--- src/hw/rtl/lpht_pkg.sv ---
package lpht_pkg;

    localparam int TABLE_DEPTH = 1024;
    localparam int SLOT_W      = $clog2(TABLE_DEPTH);
    localparam int CNT_W       = SLOT_W + 1;
    localparam int KEY_W       = 31;
    localparam int CFG_W       = 32;
    localparam int PROBE_STEP  = 17;

    typedef enum logic [1:0] {
        REQ_INSERT = 2'd0,
        REQ_SEARCH = 2'd1,
        REQ_DELETE = 2'd2
    } req_type_t;

    typedef enum logic [2:0] {
        RES_INSERTED  = 3'd0,
        RES_FULL      = 3'd1,
        RES_FOUND     = 3'd2,
        RES_NOT_FOUND = 3'd3,
        RES_DELETED   = 3'd4,
        RES_DEL_MISS  = 3'd5
    } res_status_t;

    typedef enum logic [1:0] {
        SLOT_EMPTY = 2'd0,
        SLOT_LIVE  = 2'd1,
        SLOT_DEAD  = 2'd2
    } slot_state_t;

    typedef enum logic {
        CFG_HASH_MULT = 1'b0,
        CFG_HASH_ADD  = 1'b1
    } cfg_index_t;

    typedef enum logic [2:0] {
        SEQ_CLEAR,
        SEQ_IDLE,
        SEQ_HASH,
        SEQ_READ,
        SEQ_CHECK,
        SEQ_REPLY
    } seq_state_t;

    typedef struct packed {
        logic [KEY_W-1:0] key;
        logic [1:0]       state;
    } entry_t;

    typedef struct packed {
        logic              we;
        logic [SLOT_W-1:0] waddr;
        entry_t            wdata;
        logic [SLOT_W-1:0] raddr;
    } mem_req_t;

endpackage

--- src/hw/rtl/lpht_seq.sv ---
module lpht_seq
    import lpht_pkg::*;
(
    input  logic              clk,
    input  logic              rst_n,
    input  logic              in_valid,
    output logic              in_ready,
    input  logic [1:0]        in_req_type,
    input  logic [KEY_W-1:0]  in_key,
    output logic              out_valid,
    input  logic              out_ready,
    output logic [2:0]        out_status,
    output logic [SLOT_W-1:0] out_slot,
    output logic [CNT_W-1:0]  out_live_count,
    output logic              hash_start,
    output logic [KEY_W-1:0]  hash_key,
    input  logic [SLOT_W-1:0] hash_home,
    input  logic              hash_done,
    output mem_req_t          mem_req,
    input  entry_t            rd_data
);

    localparam logic [CNT_W-1:0] DEPTH_CNT = CNT_W'(TABLE_DEPTH);
    localparam logic [SLOT_W-1:0] STEP     = SLOT_W'(PROBE_STEP);

    seq_state_t        state_reg, state_next;
    logic [1:0]        op_reg, op_next;
    logic [KEY_W-1:0]  key_reg, key_next;
    logic [SLOT_W-1:0] probe_reg, probe_next;
    logic [CNT_W-1:0]  cnt_reg, cnt_next;
    logic [CNT_W-1:0]  live_reg, live_next;
    logic [2:0]        res_status_reg, res_status_next;
    logic [SLOT_W-1:0] res_slot_reg, res_slot_next;
    logic [SLOT_W-1:0] clr_reg, clr_next;
    logic              out_valid_reg, out_valid_next;
    logic [2:0]        out_status_reg, out_status_next;
    logic [SLOT_W-1:0] out_slot_reg, out_slot_next;
    logic [CNT_W-1:0]  out_live_reg, out_live_next;
    logic [CNT_W-1:0]  cnt_inc;
    logic [2:0]        miss_status;
    logic              key_hit;

    assign cnt_inc = cnt_reg + CNT_W'(1);
    assign key_hit = (rd_data.state == SLOT_LIVE) && (rd_data.key == key_reg);

    always_comb
    begin
        case (op_reg)
            REQ_INSERT: miss_status = RES_FULL;
            REQ_DELETE: miss_status = RES_DEL_MISS;
            default:    miss_status = RES_NOT_FOUND;
        endcase
    end

    always_comb
    begin
        state_next      = state_reg;
        op_next         = op_reg;
        key_next        = key_reg;
        probe_next      = probe_reg;
        cnt_next        = cnt_reg;
        live_next       = live_reg;
        res_status_next = res_status_reg;
        res_slot_next   = res_slot_reg;
        clr_next        = clr_reg;
        out_valid_next  = out_valid_reg && !out_ready;
        out_status_next = out_status_reg;
        out_slot_next   = out_slot_reg;
        out_live_next   = out_live_reg;
        in_ready        = 1'b0;
        hash_start      = 1'b0;
        mem_req.we      = 1'b0;
        mem_req.waddr   = probe_reg;
        mem_req.wdata   = '{key: key_reg, state: SLOT_LIVE};
        mem_req.raddr   = probe_reg;

        case (state_reg)
            SEQ_CLEAR:
            begin
                mem_req.we    = 1'b1;
                mem_req.waddr = clr_reg;
                mem_req.wdata = '{key: '0, state: SLOT_EMPTY};
                clr_next      = clr_reg + SLOT_W'(1);
                if (clr_reg == SLOT_W'(TABLE_DEPTH - 1))
                begin
                    state_next = SEQ_IDLE;
                end
            end
            SEQ_IDLE:
            begin
                in_ready = 1'b1;
                if (in_valid)
                begin
                    op_next  = in_req_type;
                    key_next = in_key;
                    if (in_req_type == REQ_INSERT && live_reg == DEPTH_CNT)
                    begin
                        res_status_next = RES_FULL;
                        res_slot_next   = '0;
                        state_next      = SEQ_REPLY;
                    end
                    else
                    begin
                        hash_start = 1'b1;
                        state_next = SEQ_HASH;
                    end
                end
            end
            SEQ_HASH:
            begin
                if (hash_done)
                begin
                    probe_next = hash_home;
                    cnt_next   = '0;
                    state_next = SEQ_READ;
                end
            end
            SEQ_READ:
            begin
                state_next = SEQ_CHECK;
            end
            SEQ_CHECK:
            begin
                res_slot_next = probe_reg;
                state_next    = SEQ_REPLY;
                if (op_reg == REQ_INSERT && rd_data.state != SLOT_LIVE)
                begin
                    mem_req.we      = 1'b1;
                    live_next       = live_reg + CNT_W'(1);
                    res_status_next = RES_INSERTED;
                end
                else if (op_reg != REQ_INSERT && rd_data.state == SLOT_EMPTY)
                begin
                    res_status_next = miss_status;
                    res_slot_next   = '0;
                end
                else if (op_reg != REQ_INSERT && key_hit)
                begin
                    if (op_reg == REQ_DELETE)
                    begin
                        mem_req.we      = 1'b1;
                        mem_req.wdata   = '{key: key_reg, state: SLOT_DEAD};
                        if (live_reg != '0)
                        begin
                            live_next = live_reg - CNT_W'(1);
                        end
                        res_status_next = RES_DELETED;
                    end
                    else
                    begin
                        res_status_next = RES_FOUND;
                    end
                end
                else if (cnt_inc == DEPTH_CNT)
                begin
                    res_status_next = miss_status;
                    res_slot_next   = '0;
                end
                else
                begin
                    // advance along the probe path
                    cnt_next   = cnt_inc;
                    probe_next = probe_reg + STEP;
                    state_next = SEQ_READ;
                end
            end
            SEQ_REPLY:
            begin
                if (!out_valid_reg || out_ready)
                begin
                    out_valid_next  = 1'b1;
                    out_status_next = res_status_reg;
                    out_slot_next   = res_slot_reg;
                    out_live_next   = live_reg;
                    state_next      = SEQ_IDLE;
                end
            end
            default:
            begin
                state_next = SEQ_IDLE;
            end
        endcase
    end

    always_ff @(posedge clk or negedge rst_n)
    begin
        if (!rst_n)
        begin
            state_reg     <= SEQ_CLEAR;
            clr_reg       <= '0;
            live_reg      <= '0;
            out_valid_reg <= 1'b0;
        end
        else
        begin
            state_reg     <= state_next;
            clr_reg       <= clr_next;
            live_reg      <= live_next;
            out_valid_reg <= out_valid_next;
        end
    end

    always_ff @(posedge clk)
    begin
        op_reg         <= op_next;
        key_reg        <= key_next;
        probe_reg      <= probe_next;
        cnt_reg        <= cnt_next;
        res_status_reg <= res_status_next;
        res_slot_reg   <= res_slot_next;
        out_status_reg <= out_status_next;
        out_slot_reg   <= out_slot_next;
        out_live_reg   <= out_live_next;
    end

    // feed the incoming key in the accepting cycle so the product lines up with start
    assign hash_key       = key_next;
    assign out_valid      = out_valid_reg;
    assign out_status     = out_status_reg;
    assign out_slot       = out_slot_reg;
    assign out_live_count = out_live_reg;

endmodule

--- config.mk ---
export PLATFORM = sky130hd
export DESIGN_NAME = lpht_seq
export DESIGN_NICKNAME = d
export VERILOG_FILES = /design/src/hw/rtl/lpht_pkg.sv /design/src/hw/rtl/lpht_seq.sv
export SDC_FILE = /design/constraint.sdc
export NUM_CORES = 1
export LEC_CHECK = 0
export ABC_AREA = 1
export BUFFER_PORTS_ARGS = -buffer_cell sky130_fd_sc_hd__buf_2
export CORE_AREA = 2 2 114 116
export CTS_CLUSTER_SIZE = 25
export DETAILED_ROUTE_END_ITERATION = 10
export DIE_AREA = 0 0 116 118
export GPL_ROUTABILITY_DRIVEN = 0
export GPL_TIMING_DRIVEN = 0
export PLACE_DENSITY = 0.85
export SYNTH_ARGS = -nofsm -noshare
export SYNTH_HDL_FRONTEND = slang
export SYNTH_SLANG_ARGS = --single-unit
--- constraint.sdc ---
create_clock -name clk -period 3.6 [get_ports clk]
set_input_delay 0.36 -clock clk [delete_from_list [all_inputs] [get_ports clk]]
set_output_delay 0.36 -clock clk [all_outputs]
set_load 0.02 [all_outputs]
==> flow_metrics.env <==
export IMPL_hold_buffers=1
export IMPL_fmax_mhz=347
export IMPL_grt_max_degree=26
export IMPL_leakagePower_nw=4.02
export IMPL_finalSetupViolations=0
export IMPL_cts_buffers_inserted=17
export IMPL_reg2reg_from="op_reg[0]"
export IMPL_num_io_pins=193
export IMPL_synth_top_cell_by_area="edfxtp_1"
export IMPL_async_reset_ff_frac=0.216
export IMPL_yosysSeqAreaShare=0.480
export IMPL_die_w_um=116
export IMPL_syn_mean_instance_area_um2=7.68
export IMPL_synth_top_cell_area_share=0.283
export IMPL_timing_critical_path_from_type="register"
export IMPL_drc=0
export IMPL_initial_core_util=0.512
export IMPL_rsz0062_at_grt="no"
export IMPL_finalSetupTns_ns=0
export IMPL_dp_slack_ns=0.969
export IMPL_finalCritPeriodShare=0.801
export IMPL_first_iter_violations=340
export IMPL_cts_resized=0
export IMPL_arrival_ns=2.52
export IMPL_end_kind="primary output"
export IMPL_dr_pass1_iters=5
export IMPL_synth_edf_count=60
export IMPL_io_buffers=192
export IMPL_ys_flop_type="edfxtp_1"
export IMPL_core_area_um2=12400
export IMPL_peakVddDrop_uv=652
export IMPL_critical_path_max_fanout=10
export IMPL_clock_path_buffers=2
export IMPL_dieHeight_um=118
export IMPL_max_slew_margin=0.408
export IMPL_syn_nets=922
export IMPL_hpwlAfterDp_mm=12.9
export IMPL_cts_root_buf="clkbuf_16"
export IMPL_synth_warnings=0
export IMPL_hold_start="in_req_type[0]"
export IMPL_clkLatencyLatePin_ns=0.42
export IMPL_die_area_um2=13700
export IMPL_ys_ff_latch=116
export IMPL_final_setup_skew_ns=0.00744
export IMPL_power_mw=7.54
export IMPL_max_cap_violations=0
export IMPL_min_to="op_reg[0]"
export IMPL_first_global_vias=5886
export IMPL_hp_class="in2reg"
export IMPL_vias=6103
export IMPL_largest_reg_flops=31
export IMPL_row_count=41
export IMPL_viasPerCell=4.97
export IMPL_grt_overflow=0
export IMPL_ys_top_cells_by_area="edfxtp_1 (28%), nand2_1 (15%), dfrtp_1 (9.8%)"
export IMPL_worst_ep_required_time_ns=3.24
export IMPL_clock_sinks=116
export IMPL_syn2layout_area_growth_pct=28.0
export IMPL_syn_inst=828
export IMPL_outcome="finished, final reports clean"
export IMPL_cts_setup_buffers=0
export IMPL_grt_antenna_before_repair=1
export IMPL_r2r_end="live_reg[7]"
export IMPL_track_usage=0.258
export IMPL_regToRegSetupSlack_ns=0.95
export IMPL_grt_pass1_wl_mm=27.5
export IMPL_wl_per_cell_um=13.7
export IMPL_synth_cell_type_count=35
export IMPL_cts_tree="done"
export IMPL_fin_nets=1136
export IMPL_final_hold_violation_count=0
export IMPL_path_clk_slew_ns=0.05
export IMPL_worst_slack_ns=0.716
export IMPL_ff2ff_path_depth=10
export IMPL_synthesis_area_um2=6360
export IMPL_power_density_nw_per_um2=926
export IMPL_worst_setup_path_type="reg2out"
export IMPL_drive_gt1_frac=0.239
export IMPL_htreeDepth=4
export IMPL_period_minus_slack_ns=2.88
export IMPL_wl_mm=16.8
export IMPL_hold_depth=1
export IMPL_ant_nets=0
export IMPL_drv_slew=0
export IMPL_tightest_slew_ns=0.887
-- stage by stage --
stage / std cells / util / cell area [um2] / hold WS [ns]
floorplan: 828 / - / 6360 / 0.0644
global placement: 1192 / 0.607 / 7530 / 0.392
detailed placement: 1194 / 0.610 / 7570 / 0.404
CTS: 1227 / 0.655 / 8140 / 0.135
global route: 1228 / 0.656 / 8140 / 0.134
finish: 1228 / 0.656 / 8140 / 0.145
-- logic make-up (layout without fill, tap and decap cells) --
group / after synthesis / after routing / share of synthesized area
adder cells (fa/ha/maj): 13 / 13 / 0.0268
other: 0 / 1 / 0
AO/OA/AOI/OAI: 82 / 82 / 0.0707
flip-flops: 116 / 116 / 0.480
AND/OR/NAND/NOR: 441 / 441 / 0.285
XOR/XNOR: 41 / 41 / 0.0565
buffers and inverters: 135 / 362 / 0.0817
-- placed cells by master, fill, tap and decap left out, types with 14 or more instances in the layout --
cell type	count
dfxtp_1	31
nor2_1	115
edfxtp_1	60
inv_1	114
xnor2_1	24
nand2_1	249
o21ai_0	52
a21oi_1	14
xor2_1	17
dfrtp_1	25
buf_2	199
nand4_1	21
clkbuf_16	17
nand3_1	27
-- critical path, stage by stage (launching register included) --
cell      delay, ns
dfrtp_1        0.39
nor2_1         0.18
inv_1          0.09
nor2_2         0.24
clkinv_1       0.33
buf_2          0.30
nor3_1         0.33
buf_2          0.23
-- layout make-up --
type                    instances  area, um2
fillers                      1065       4280
flip-flops and latches        116       3050
multi-input cells             577       2800
repair buffers                195       1000
clock buffers                  20        447
inverters                     115        432
well taps                     172        215
clock inverters                12        109
plain buffers                  20       87.6
diodes                          1       2.50
-- how the worst max path moves through the flow --
stage	endpoint	slack, ns	from	cells after the start
final	mem_req[11]	0.72	state_reg[0]	7
after global routing	mem_req[11]	0.53	state_reg[0]	7
after CTS	mem_req[11]	0.76	state_reg[0]	7
after detailed placement	res_slot_reg[0]	0.97	state_reg[1]	6
after global placement	probe_reg[4]	0.25	rd_data[1]	10
after floorplan	cnt_reg[0]	0.87	cnt_reg[0]	12
-- per-layer routing --
metal | global-route usage | wire length, um | vias up | share of wire
li1 | - | - | 3059 | -
met1 | 0.314 | 6710 | 2741 | 0.40
met2 | 0.416 | 8210 | 264 | 0.49
met3 | 0.0731 | 1390 | 39 | 0.083
met4 | 0.125 | 457 | 0 | 0.027
met5 | 0 | 0 | - | 0
-- where the power goes --
part / total [mW] / switching, mW / leakage (nW) / internal, mW
combinational: 3.74 / 2.55 / 2.61 / 1.19
sequential: 2.23 / 0.319 / 1.15 / 1.91
clock: 1.57 / 0.603 / 0.258 / 0.963
-- cells in the mapped netlist, types with 2 or more instances --
| cell type | instances |
|---|---|
| nand2_2 | 4 |
| nand4_1 | 21 |
| or2_2 | 4 |
| o21ai_0 | 52 |
| clkbuf_1 | 8 |
| xnor2_1 | 24 |
| a31oi_1 | 2 |
| and2_1 | 2 |
| edfxtp_1 | 60 |
| a21oi_1 | 16 |
| buf_1 | 4 |
| o211ai_1 | 4 |
| dfxtp_1 | 31 |
| dfrtp_1 | 25 |
| xor2_1 | 17 |
| ha_1 | 12 |
| nand2_1 | 249 |
| buf_2 | 7 |
| nor3_1 | 9 |
| nor2_2 | 7 |
| nor2_1 | 115 |
| nand3_1 | 27 |
| inv_1 | 114 |
| o21bai_1 | 3 |
Note: power is estimated with default switching activity, not from simulation.
