--- src/hw/rtl/lpht_pkg.sv ---
package lpht_pkg;

    localparam int TABLE_DEPTH = 1024;
    localparam int SLOT_W      = $clog2(TABLE_DEPTH);
    localparam int CNT_W       = SLOT_W + 1;
    localparam int KEY_W       = 31;
    localparam int CFG_W       = 32;
    localparam int PROBE_STEP  = 17;

    typedef enum logic [1:0] {
        REQ_INSERT = 2'd0,
        REQ_SEARCH = 2'd1,
        REQ_DELETE = 2'd2
    } req_type_t;

    typedef enum logic [2:0] {
        RES_INSERTED  = 3'd0,
        RES_FULL      = 3'd1,
        RES_FOUND     = 3'd2,
        RES_NOT_FOUND = 3'd3,
        RES_DELETED   = 3'd4,
        RES_DEL_MISS  = 3'd5
    } res_status_t;

    typedef enum logic [1:0] {
        SLOT_EMPTY = 2'd0,
        SLOT_LIVE  = 2'd1,
        SLOT_DEAD  = 2'd2
    } slot_state_t;

    typedef enum logic {
        CFG_HASH_MULT = 1'b0,
        CFG_HASH_ADD  = 1'b1
    } cfg_index_t;

    typedef enum logic [2:0] {
        SEQ_CLEAR,
        SEQ_IDLE,
        SEQ_HASH,
        SEQ_READ,
        SEQ_CHECK,
        SEQ_REPLY
    } seq_state_t;

    typedef struct packed {
        logic [KEY_W-1:0] key;
        logic [1:0]       state;
    } entry_t;

    typedef struct packed {
        logic              we;
        logic [SLOT_W-1:0] waddr;
        entry_t            wdata;
        logic [SLOT_W-1:0] raddr;
    } mem_req_t;

endpackage

--- src/hw/rtl/lpht_hash.sv ---
module lpht_hash
    import lpht_pkg::*;
(
    input  logic              clk,
    input  logic              rst_n,
    input  logic              cfg_we,
    input  logic              cfg_index,
    input  logic [CFG_W-1:0]  cfg_data,
    input  logic              start,
    input  logic [KEY_W-1:0]  key,
    output logic [SLOT_W-1:0] home,
    output logic              done
);

    logic [CFG_W-1:0] mult_reg;
    logic [CFG_W-1:0] add_reg;
    logic [CFG_W-1:0] prod_reg;
    logic [CFG_W-1:0] prod_next;
    logic [CFG_W-1:0] sum;
    logic [SLOT_W-1:0] home_reg;
    logic             mul_vld_reg;
    logic             add_vld_reg;

    // stage one: wrapped 32-bit product; stage two: add and keep low bits
    assign prod_next = mult_reg * CFG_W'(key);
    assign sum       = prod_reg + add_reg;

    always_ff @(posedge clk or negedge rst_n)
    begin
        if (!rst_n)
        begin
            mult_reg    <= CFG_W'(1);
            add_reg     <= '0;
            mul_vld_reg <= 1'b0;
            add_vld_reg <= 1'b0;
        end
        else
        begin
            if (cfg_we && cfg_index == CFG_HASH_MULT)
            begin
                mult_reg <= cfg_data;
            end
            if (cfg_we && cfg_index == CFG_HASH_ADD)
            begin
                add_reg <= cfg_data;
            end
            mul_vld_reg <= start;
            add_vld_reg <= mul_vld_reg;
        end
    end

    always_ff @(posedge clk)
    begin
        prod_reg <= prod_next;
        home_reg <= sum[SLOT_W-1:0];
    end

    assign home = home_reg;
    assign done = add_vld_reg;

endmodule

--- config.mk ---
export PLATFORM = sky130hd
export DESIGN_NAME = lpht_hash
export DESIGN_NICKNAME = d
export VERILOG_FILES = /design/src/hw/rtl/lpht_pkg.sv /design/src/hw/rtl/lpht_hash.sv
export SDC_FILE = /design/constraint.sdc
export NUM_CORES = 1
export LEC_CHECK = 0
export ABC_CLOCK_PERIOD_IN_PS = 5100
export BUFFER_PORTS_ARGS = -buffer_cell sky130_fd_sc_hd__buf_2
export CORE_UTILIZATION = 30
export DETAILED_ROUTE_END_ITERATION = 12
export SYNTH_ARGS = -nofsm -noshare
export SYNTH_HDL_FRONTEND = slang
export SYNTH_SLANG_ARGS = --single-unit
--- constraint.sdc ---
create_clock -name clk -period 5.1 [get_ports clk]
set_input_delay 0.255 -clock clk [delete_from_list [all_inputs] [get_ports clk]]
set_output_delay 0.255 -clock clk [all_outputs]
set_load 0.01 [all_outputs]
==> impl_summary.md, run 1 <==
Worst hold path
For hold timing, the worst endpoint is mul_vld_reg. The cell depth of the worst hold path is 1. The worst hold path startpoint is start.

The worst hold path belongs to the class input pin to flop.

Yosys
By area, the combinational part of the netlist is dominated by adder cells. For this run, the number of Yosys warnings is 0. The area share of and/or/nand/nor cells after synthesis is 11.4%. Summing the areas of all compound-gate instances in the mapped netlist gives 5.30% of the synthesized area. The post-synthesis adder-cell area fraction is 29.1%. The sequential cell area fraction in the yosys report is 31.8%. For this run, the leading register cell type out of synthesis is sky130_fd_sc_hd__dfrtp_1.

The share of synthesized area in the top cell type comes to 17.5%. The number of synthesized register bits is 42. The post-synthesis mux area share is 7.52%. The async set or reset register ratio after synthesis is 52.4%.

Summing every instance area after synthesis gives 3000 um2. Summing the areas of all xor and xnor instances in the mapped netlist gives 9.81% of the synthesized area. The synthesized netlist net count is 402.

In this run the mean area of a mapped cell was 10.8 um2. After synthesis, the cell types taking the most area are sky130_fd_sc_hd__dfrtp_1 18%, sky130_fd_sc_hd__fa_1 15%, sky130_fd_sc_hd__ha_1 14%. Counting distinct cell types in the post-synthesis netlist gives 34. The cell type with the highest aggregate area in the netlist is sky130_fd_sc_hd__dfrtp_1.

The count of flip-flops with a built-in enable after synthesis is 0. The post-synthesis instance total is 278.

Global route
Global routing consumed, on the met1 layer, 15.5% of the routing resources. The total overflow reported by the global router is 0. The pin count of the biggest net entering global routing is 23. The via count of the first global-routing pass is 2089. The busiest layer in global routing is met2. The aggregate global-route resource usage is 12.4%. The initial antenna violation count is 0.

The first global-routing pass estimated 9.67 mm of wire. In the global route stage, met2 resource usage came out at 20.7%. Global routing consumed, on the met3 layer, 3.63% of the routing resources.

Critical path
The critical path is of the flop to flop type. The worst register-to-register path begins at mult_reg[5]. The worst setup slack for register-to-register paths is 780 ps. The most critical setup path has its startpoint at mult_reg[5]. The highest fanout seen on the critical path is 6. The cell depth of the worst flop-to-flop path is 13. The capturing element type of the critical path is a flop. The worst setup path is launched from a flop. For the worst setup path, the data required time is 5280 ps. The endpoint of the lowest-slack register-to-register path is prod_reg[9]. The arrival time at the worst endpoint is 4500 ps.

Timing
The number of pins exceeding their max-slew limit in the final report is 0. The final clock skew is 4.99 ps. The setup TNS after final layout is 0 ps.

The final hold violation count is 0. The portion of the clock cycle consumed by the worst path in the final layout is 84.7%. The measured slew at the worst slew-check pin is 958 ps. Static timing analysis puts the maximum clock frequency at 231 MHz. Hold is met by 65.4 ps. Headroom to the max-slew limit came out at 36.0%. Setup repair after global routing left no endpoint under its margin. The routed design could run at a clock period as short as 4320 ps.

The total of endpoints with negative setup slack in the final report is 0.

Die
The die covers 10400 um2. The total number of placement rows is 36. The initial standard-cell utilization of the core is 30.8%. The die is 102 um wide.

79 I/O pins were placed. The core outline area is 9730 um2. The die outline height is 102 um.

Detailed routing
The remaining number of nets flagged by the antenna check after routing is 0. The total wire length is 5.79 mm. After the first detailed-routing iteration, the DRC count stood at 43.

Summing over every cut layer, the via total after detailed routing is 1965. After detailed routing, the number of remaining DRC violations is 0. In the final routed layout, each cell accounts on average for 12.8 um.

The vias per cell is 4.35. The number of detailed-routing iterations run before antenna repair is 3.

Finish
The layout has 1039 filler cells. 0 antenna diodes ended up in the layout. The final design utilization is 35.2%.

The register area is 952 um2. The leading cell type in the layout, fill and taps excluded is sky130_fd_sc_hd__nand2_1. In the layout the commonest cells are 36 x sky130_fd_sc_hd__nand2_1, 35 x sky130_fd_sc_hd__buf_2, 33 x sky130_fd_sc_hd__ha_1. The area growth from synthesis to layout is 14.2%. The area occupied by multi-input gates is 1890 um2.

The area of all placed cells without fillers is 3420 um2. The fraction of layout cells with a size suffix above 1 is 24.5%. The count of nets after finishing is 442.

Job
The max-capacitance violation count is 0.

CTS
Once the clock tree was built, the setup fixing pass inserted 0 buffers. Clock-pin slew was measured on the worst setup and hold paths at 80 ps. The total number of clock tree sinks is 42. The clock latency reported for the late side of the worst-skew pair is 300 ps. The number of buffers inserted by hold repair at cts is 1. TritonCTS built the clock tree. The buffer depth of the longest clock path is 2.

Once the clock tree was built, the resizer swapped 0 gates to a different size. In this run the number of H-tree levels came out at 2. The root buffer cell is sky130_fd_sc_hd__clkbuf_8. Counting the buffers created by CTS gives 5.

Run status
The run finished with clean final reports.

Pwr
The analysis attributes to net switching a power of 713 uW. The internal power component is 1.09 mW. The share of power burned in the clock network is 12.3%. Summed over all cells, the static leakage comes to 1.62 nW. The total power density per cell area is 527 nW/um2. VDD sags by at most 0.154 mV. The fraction of power spent switching nets is 39.6%. The part of the total power dissipated in combinational logic is 60.4%. The relative contribution of sequential cells to total power is 27.4%.

Placed design
After legalization and detailed placement, the total HPWL measured 4.69 mm. Input and output buffers added on the ports amount to 35. Routability-driven placement finished with a final weighted congestion of 0.780. After detailed placement, the total cell area comes to 3320 um2.
[layer usage]
layer | vias to the layer above | share of wire, %
met2 | 35 | 47
met5 | - | 0
met4 | 0 | 1.3
met3 | 11 | 3.8
li1 | 969 | -
met1 | 950 | 48
[cells in the mapped netlist (2+ instances only)]
| cell | instances |
|---|---|
| sky130_fd_sc_hd__and2_1 | 15 |
| sky130_fd_sc_hd__dfxtp_1 | 20 |
| sky130_fd_sc_hd__and2_2 | 4 |
| sky130_fd_sc_hd__a21oi_1 | 7 |
| sky130_fd_sc_hd__inv_1 | 31 |
| sky130_fd_sc_hd__mux2_2 | 20 |
| sky130_fd_sc_hd__dfrtp_1 | 21 |
| sky130_fd_sc_hd__clkbuf_1 | 2 |
| sky130_fd_sc_hd__o21ai_0 | 5 |
| sky130_fd_sc_hd__nand2_1 | 36 |
| sky130_fd_sc_hd__nand2b_1 | 2 |
| sky130_fd_sc_hd__nor2_1 | 6 |
| sky130_fd_sc_hd__a21o_1 | 2 |
| sky130_fd_sc_hd__fa_1 | 23 |
| sky130_fd_sc_hd__nor2b_1 | 3 |
| sky130_fd_sc_hd__xnor2_2 | 2 |
| sky130_fd_sc_hd__xor2_1 | 5 |
| sky130_fd_sc_hd__ha_1 | 33 |
| sky130_fd_sc_hd__xnor2_1 | 23 |
| sky130_fd_sc_hd__nand2_2 | 3 |
| sky130_fd_sc_hd__buf_4 | 2 |
[worst max-delay path by stage]
| stage | to | slack, ps | depth (start not counted) |
|---|---|---|---|
| after detailed placement | prod_reg[9] | 760 | 13 |
| after CTS | prod_reg[9] | 720 | 13 |
| after global routing | prod_reg[9] | 580 | 13 |
| final | prod_reg[9] | 780 | 13 |
| after floorplan | prod_reg[9] | 1130 | 15 |
| after global placement | prod_reg[9] | 820 | 13 |
[cell families (layout without fill, tap and decap cells)]
logic type,Yosys count,in the layout
xor gates and xnor gates,31,31
muxes,20,20
and+or+nand+nor,71,71
buffers and inverters,36,77
AOI/OAI and AO/OA,22,22
DFF,42,42
adders and majority gates,56,56
[power groups by stage]
| stage | logic (mW) | registers, mW | clock network (mW) |
|---|---|---|---|
| after floorplan | 0.851 | 0.507 | 0 |
| after global placement | 1.09 | 0.499 | 0 |
| after detailed placement | 1.11 | 0.503 | 0 |
| after CTS | 1.12 | 0.495 | 0.227 |
| after global routing | 1.24 | 0.503 | 0.244 |
| final | 1.09 | 0.493 | 0.222 |
[through the flow]
stage          power [mW]  std cells  setup WS [ps]
2_1_floorplan        1.36        278           1130
3_3_place_gp         1.59        443            818
3_5_place_dp         1.61        443            765
4_1_cts              1.84        452            722
5_1_grt              1.98        452            579
6_report             1.80        452            780
[layout make-up]
| type | instances | area share (%) |
|---|---|---|
| multi-input combinational | 200 | 55.4 |
| inverter | 31 | 3.40 |
| clock inverter | 1 | 0.146 |
| clock buffer | 7 | 2.52 |
| sequential | 42 | 27.8 |
| timing repair buffer | 38 | 5.85 |
| tap | 133 | 4.86 |
[critical path, stage by stage (launching register included)]
cell and delay [ps]:
sky130_fd_sc_hd__dfrtp_1 480, sky130_fd_sc_hd__nand2_1 130, sky130_fd_sc_hd__fa_1 520, sky130_fd_sc_hd__fa_1 510, sky130_fd_sc_hd__inv_1 50, sky130_fd_sc_hd__fa_1 470
sky130_fd_sc_hd__fa_1 530, sky130_fd_sc_hd__fa_1 450, sky130_fd_sc_hd__xnor2_1 220, sky130_fd_sc_hd__xnor2_1 180, sky130_fd_sc_hd__xnor2_1 170, sky130_fd_sc_hd__xnor2_1 110
sky130_fd_sc_hd__xnor2_1 280, sky130_fd_sc_hd__xnor2_1 110
Power figures use the tool's default switching activity.
==> inputs of run 2 (changes only) <==
Settings changed: ABC_CLOCK_PERIOD_IN_PS 5100 to 3500.
Clock period 5.1 ns to 3.5 ns, I/O delays scaled along.
==> run 2 against run 1 <==
Effect of this change: the run now ends with negative setup slack left; register-to-register slack got worse by 1100 ps; sequential share of layout area down 2.4 points; clock skew up 4.8 ps; die area did not move; sequential power increased by 46%; cell count grew 7.1%; count of clock-buffer cells in the layout is 1 higher; worst setup slack lost 1100 ps; largest power group unchanged; via count rose by 4.6%; clock power rose by 45%; routed wire length is 7.8% higher.
==> impl_summary.md, run 2 (synthesis gave the netlist of run 1 again) <==
Timing
The worst max-slew margin expressed relative to the limit is 36.9% (+0.85 points). The final clock skew is 9.77 ps (+4.78 ps). The post-route minimum period is 3800 ps (-520 ps). The setup TNS after final layout is -624 ps (-624 ps). Setup repair after global routing could not meet its margin everywhere. The final critical-path setup slack came to -300 ps (-1080 ps).

The measured slew at the worst slew-check pin is 945 ps (-12.8 ps). The maximum clock frequency is 263 MHz (+14%). The number of pins exceeding their max-slew limit in the final report is 0 (unchanged).

The total of endpoints with negative setup slack in the final report is 3 (+3). The final hold violation count is 0 (unchanged). The portion of the clock cycle consumed by the worst path in the final layout is 109% (+24 points).

Detailed routing
The length of routed wiring on met1 is 2.90 mm (+5.0%). The detail-routed net length per standard cell is 12.9 um (+0.66%). The total wire length is 6.25 mm (+7.8%).

The total met3 wirelength after detailed routing was 184 um (-16%). The remaining number of nets flagged by the antenna check after routing was 0 (unchanged). The vias per cell is 4.25 (-2.3%).

Signal routing reaches up to met4. The met2 routed wirelength is 3.05 mm (+12%). The routed via count was 2055 (+4.6%). The post-detailed-route DRC marker count came to 0 (unchanged).

The number of detailed-routing iterations run before antenna repair is 4 (+1). The number of design-rule violations left by the first detailed-router iteration is 37 (-14%).

Global route
The initial antenna violation count came to 0 (unchanged). The aggregate global-route resource usage is 13.6% (+1.2 points). The total overflow reported by the global router came to 0 (unchanged).

The via count of the first global-routing pass was 2210 (+5.8%). The global-route wire length before repair is 10.7 mm (+10%). The pin count of the biggest net entering global routing is 23 (unchanged).

CTS
The root buffer cell is sky130_fd_sc_hd__clkbuf_8. The number of buffers inserted during clock tree synthesis is 5 (unchanged). The total number of clock tree sinks is 42 (unchanged).

The clock tree from TritonCTS is yes. The maximum level of the CTS H-tree is 2 (unchanged). The clock transition at the registers of the reported paths is 80 ps (about the same). The clock latency reported for the late side of the worst-skew pair is 290 ps (about the same). The buffer depth of the longest clock path is 2 (unchanged).

Critical path
STA classifies the critical path endpoint as a flop. The highest fanout seen on the critical path was 5 (-1). The class of the most critical setup path is flop to flop. The required time of the critical path is 3720 ps (-1560 ps). The arrival time at the worst endpoint was 4020 ps (-480 ps). Walking the worst path, the cells encountered are nand2_2 > fa_1 > fa_1 > inv_1 > fa_1 > fa_1 > fa_2 > xnor2_2 > xnor2_2 > xnor2_1 > xnor2_1 > xnor2_1 > xnor2_1.

The largest individual stage delay along the critical path comes from the cell sky130_fd_sc_hd__fa_1. The critical path startpoint category is a flop. The peak per-stage delay on the critical path is 510 ps (-20 ps).

Finish
Leaving out fill and tap cells, the most frequent cell in the layout is sky130_fd_sc_hd__buf_2. The library cells used most frequently in the layout, excluding fill and tap cells, are 35 x sky130_fd_sc_hd__buf_2, 33 x sky130_fd_sc_hd__nand2_1, 33 x sky130_fd_sc_hd__buf_4. The antenna diode count is 0 (unchanged). The post-layout instance count excluding filler cells is 484 (+7.1%). The count of nets after finishing came to 474 (+7.2%). The fraction of layout cells with a size suffix above 1 is 38.2% (+14 points).

From synthesis to final layout, the design area changed by 26.1%. The final design utilization was 38.8% (+3.7 points). The total of fill cells in the finished design was 1002 (-3.6%).

Placed design
The count of placed standard cells including taps came to 470 (+6.1%). The placement-stage worst setup slack is -499 ps (-1260 ps). The final estimated routing congestion in global placement was 0.822 (+5.4%).

The number of input and output port buffers inserted was 35 (unchanged). The HPWL reported at the end of detailed placement is 5.23 mm (+11%).

Die
The I/O pin count is 79 (unchanged). The die outline height is 102 um (unchanged). The total number of placement rows was 36 (unchanged).

The core outline area is 9730 um2 (unchanged). The initial standard-cell utilization of the core is 30.8% (unchanged). The horizontal die dimension is 102 um (unchanged). The area of the die was 10400 um2 (unchanged).

Run status
The final reports fail on negative setup slack. The run finished, with violations left.

Pwr
The total power density per cell area is 801 nW/um2 (+52%). The total power after layout came to 3.02 mW (+68%). The total leakage power came to 1.79 nW (+9.9%). The peak supply drop was 0.300 mV (+94%).

Job
The max-capacitance violation count is 0 (unchanged).

Worst hold path
The type of the tightest min-delay check is input pin to flop.
[run 2: changes by cell type in the layout (fill, tap and decap cells not counted), moves of 4 or more]
cell and delta:
sky130_fd_sc_hd__dfrtp_1 -6, sky130_fd_sc_hd__dfrtp_2 +6, sky130_fd_sc_hd__buf_4 +31, sky130_fd_sc_hd__ha_1 -4
[run 2: what timing repair did]
action	CTS	global route
cloned	0	0
hold buffers	2	0
resized for setup	9	5
endpoints found under the hold margin	22	0
endpoints found under the setup margin	4	4
buffers inserted	4	0
pin swaps	3	5
[run 2: power by group]
part / internal, mW / switching, mW
clock: 0.161 / 0.160
combinational: 1.07 / 0.917
sequential: 0.653 / 0.0669
[run 2: layout make-up]
type / count / area, um2 / area share, %
Multi-Input combinational cell: 200 / 2000 / 53.0
Sequential cell: 42 / 960 / 25.4
Timing Repair Buffer: 70 / 443 / 11.7
Tap cell: 133 / 166 / 4.41
Inverter: 31 / 116 / 3.08
Clock buffer: 8 / 90.1 / 2.38
[run 2: per-stage QoR]
step,hold WS (ps),area (um2)
global placement,187,3590
floorplan,-121,3080
CTS,111,3750
finish,118,3780
detailed placement,192,3590
global route,126,3780
[run 2: per-layer routing]
metal  vias up  GRT usage, %
met5         -             0
met1       982          17.4
met4         0          4.40
li1       1028             -
met3        10          2.80
met2        35          23.0
[run 2: worst max-delay path: cells and delay by family, from the launching register on]
kind	cells	cell delay, ps
xor gates and xnor gates	6	910
adders and majority gates	5	2230
buffers and inverters	1	50
DFF	1	460
and+or+nand+nor	1	90
[run 2: path summary, 6_finish.rpt]
kind / startpoint / end / slack (ps) / depth (start not counted)
setup / recovery: mult_reg[5] / prod_reg[9] / -300 / 13
hold / removal: cfg_data[0] / add_reg[0] / 120 / 2
setup reg to reg: mult_reg[5] / prod_reg[9] / -300 / 13
hold reg to reg: mul_vld_reg / done / 360 / 0
max in group asynchronous: rst_n / mult_reg[5] / 2730 / 2
min in group asynchronous: rst_n / add_reg[0] / 390 / 2
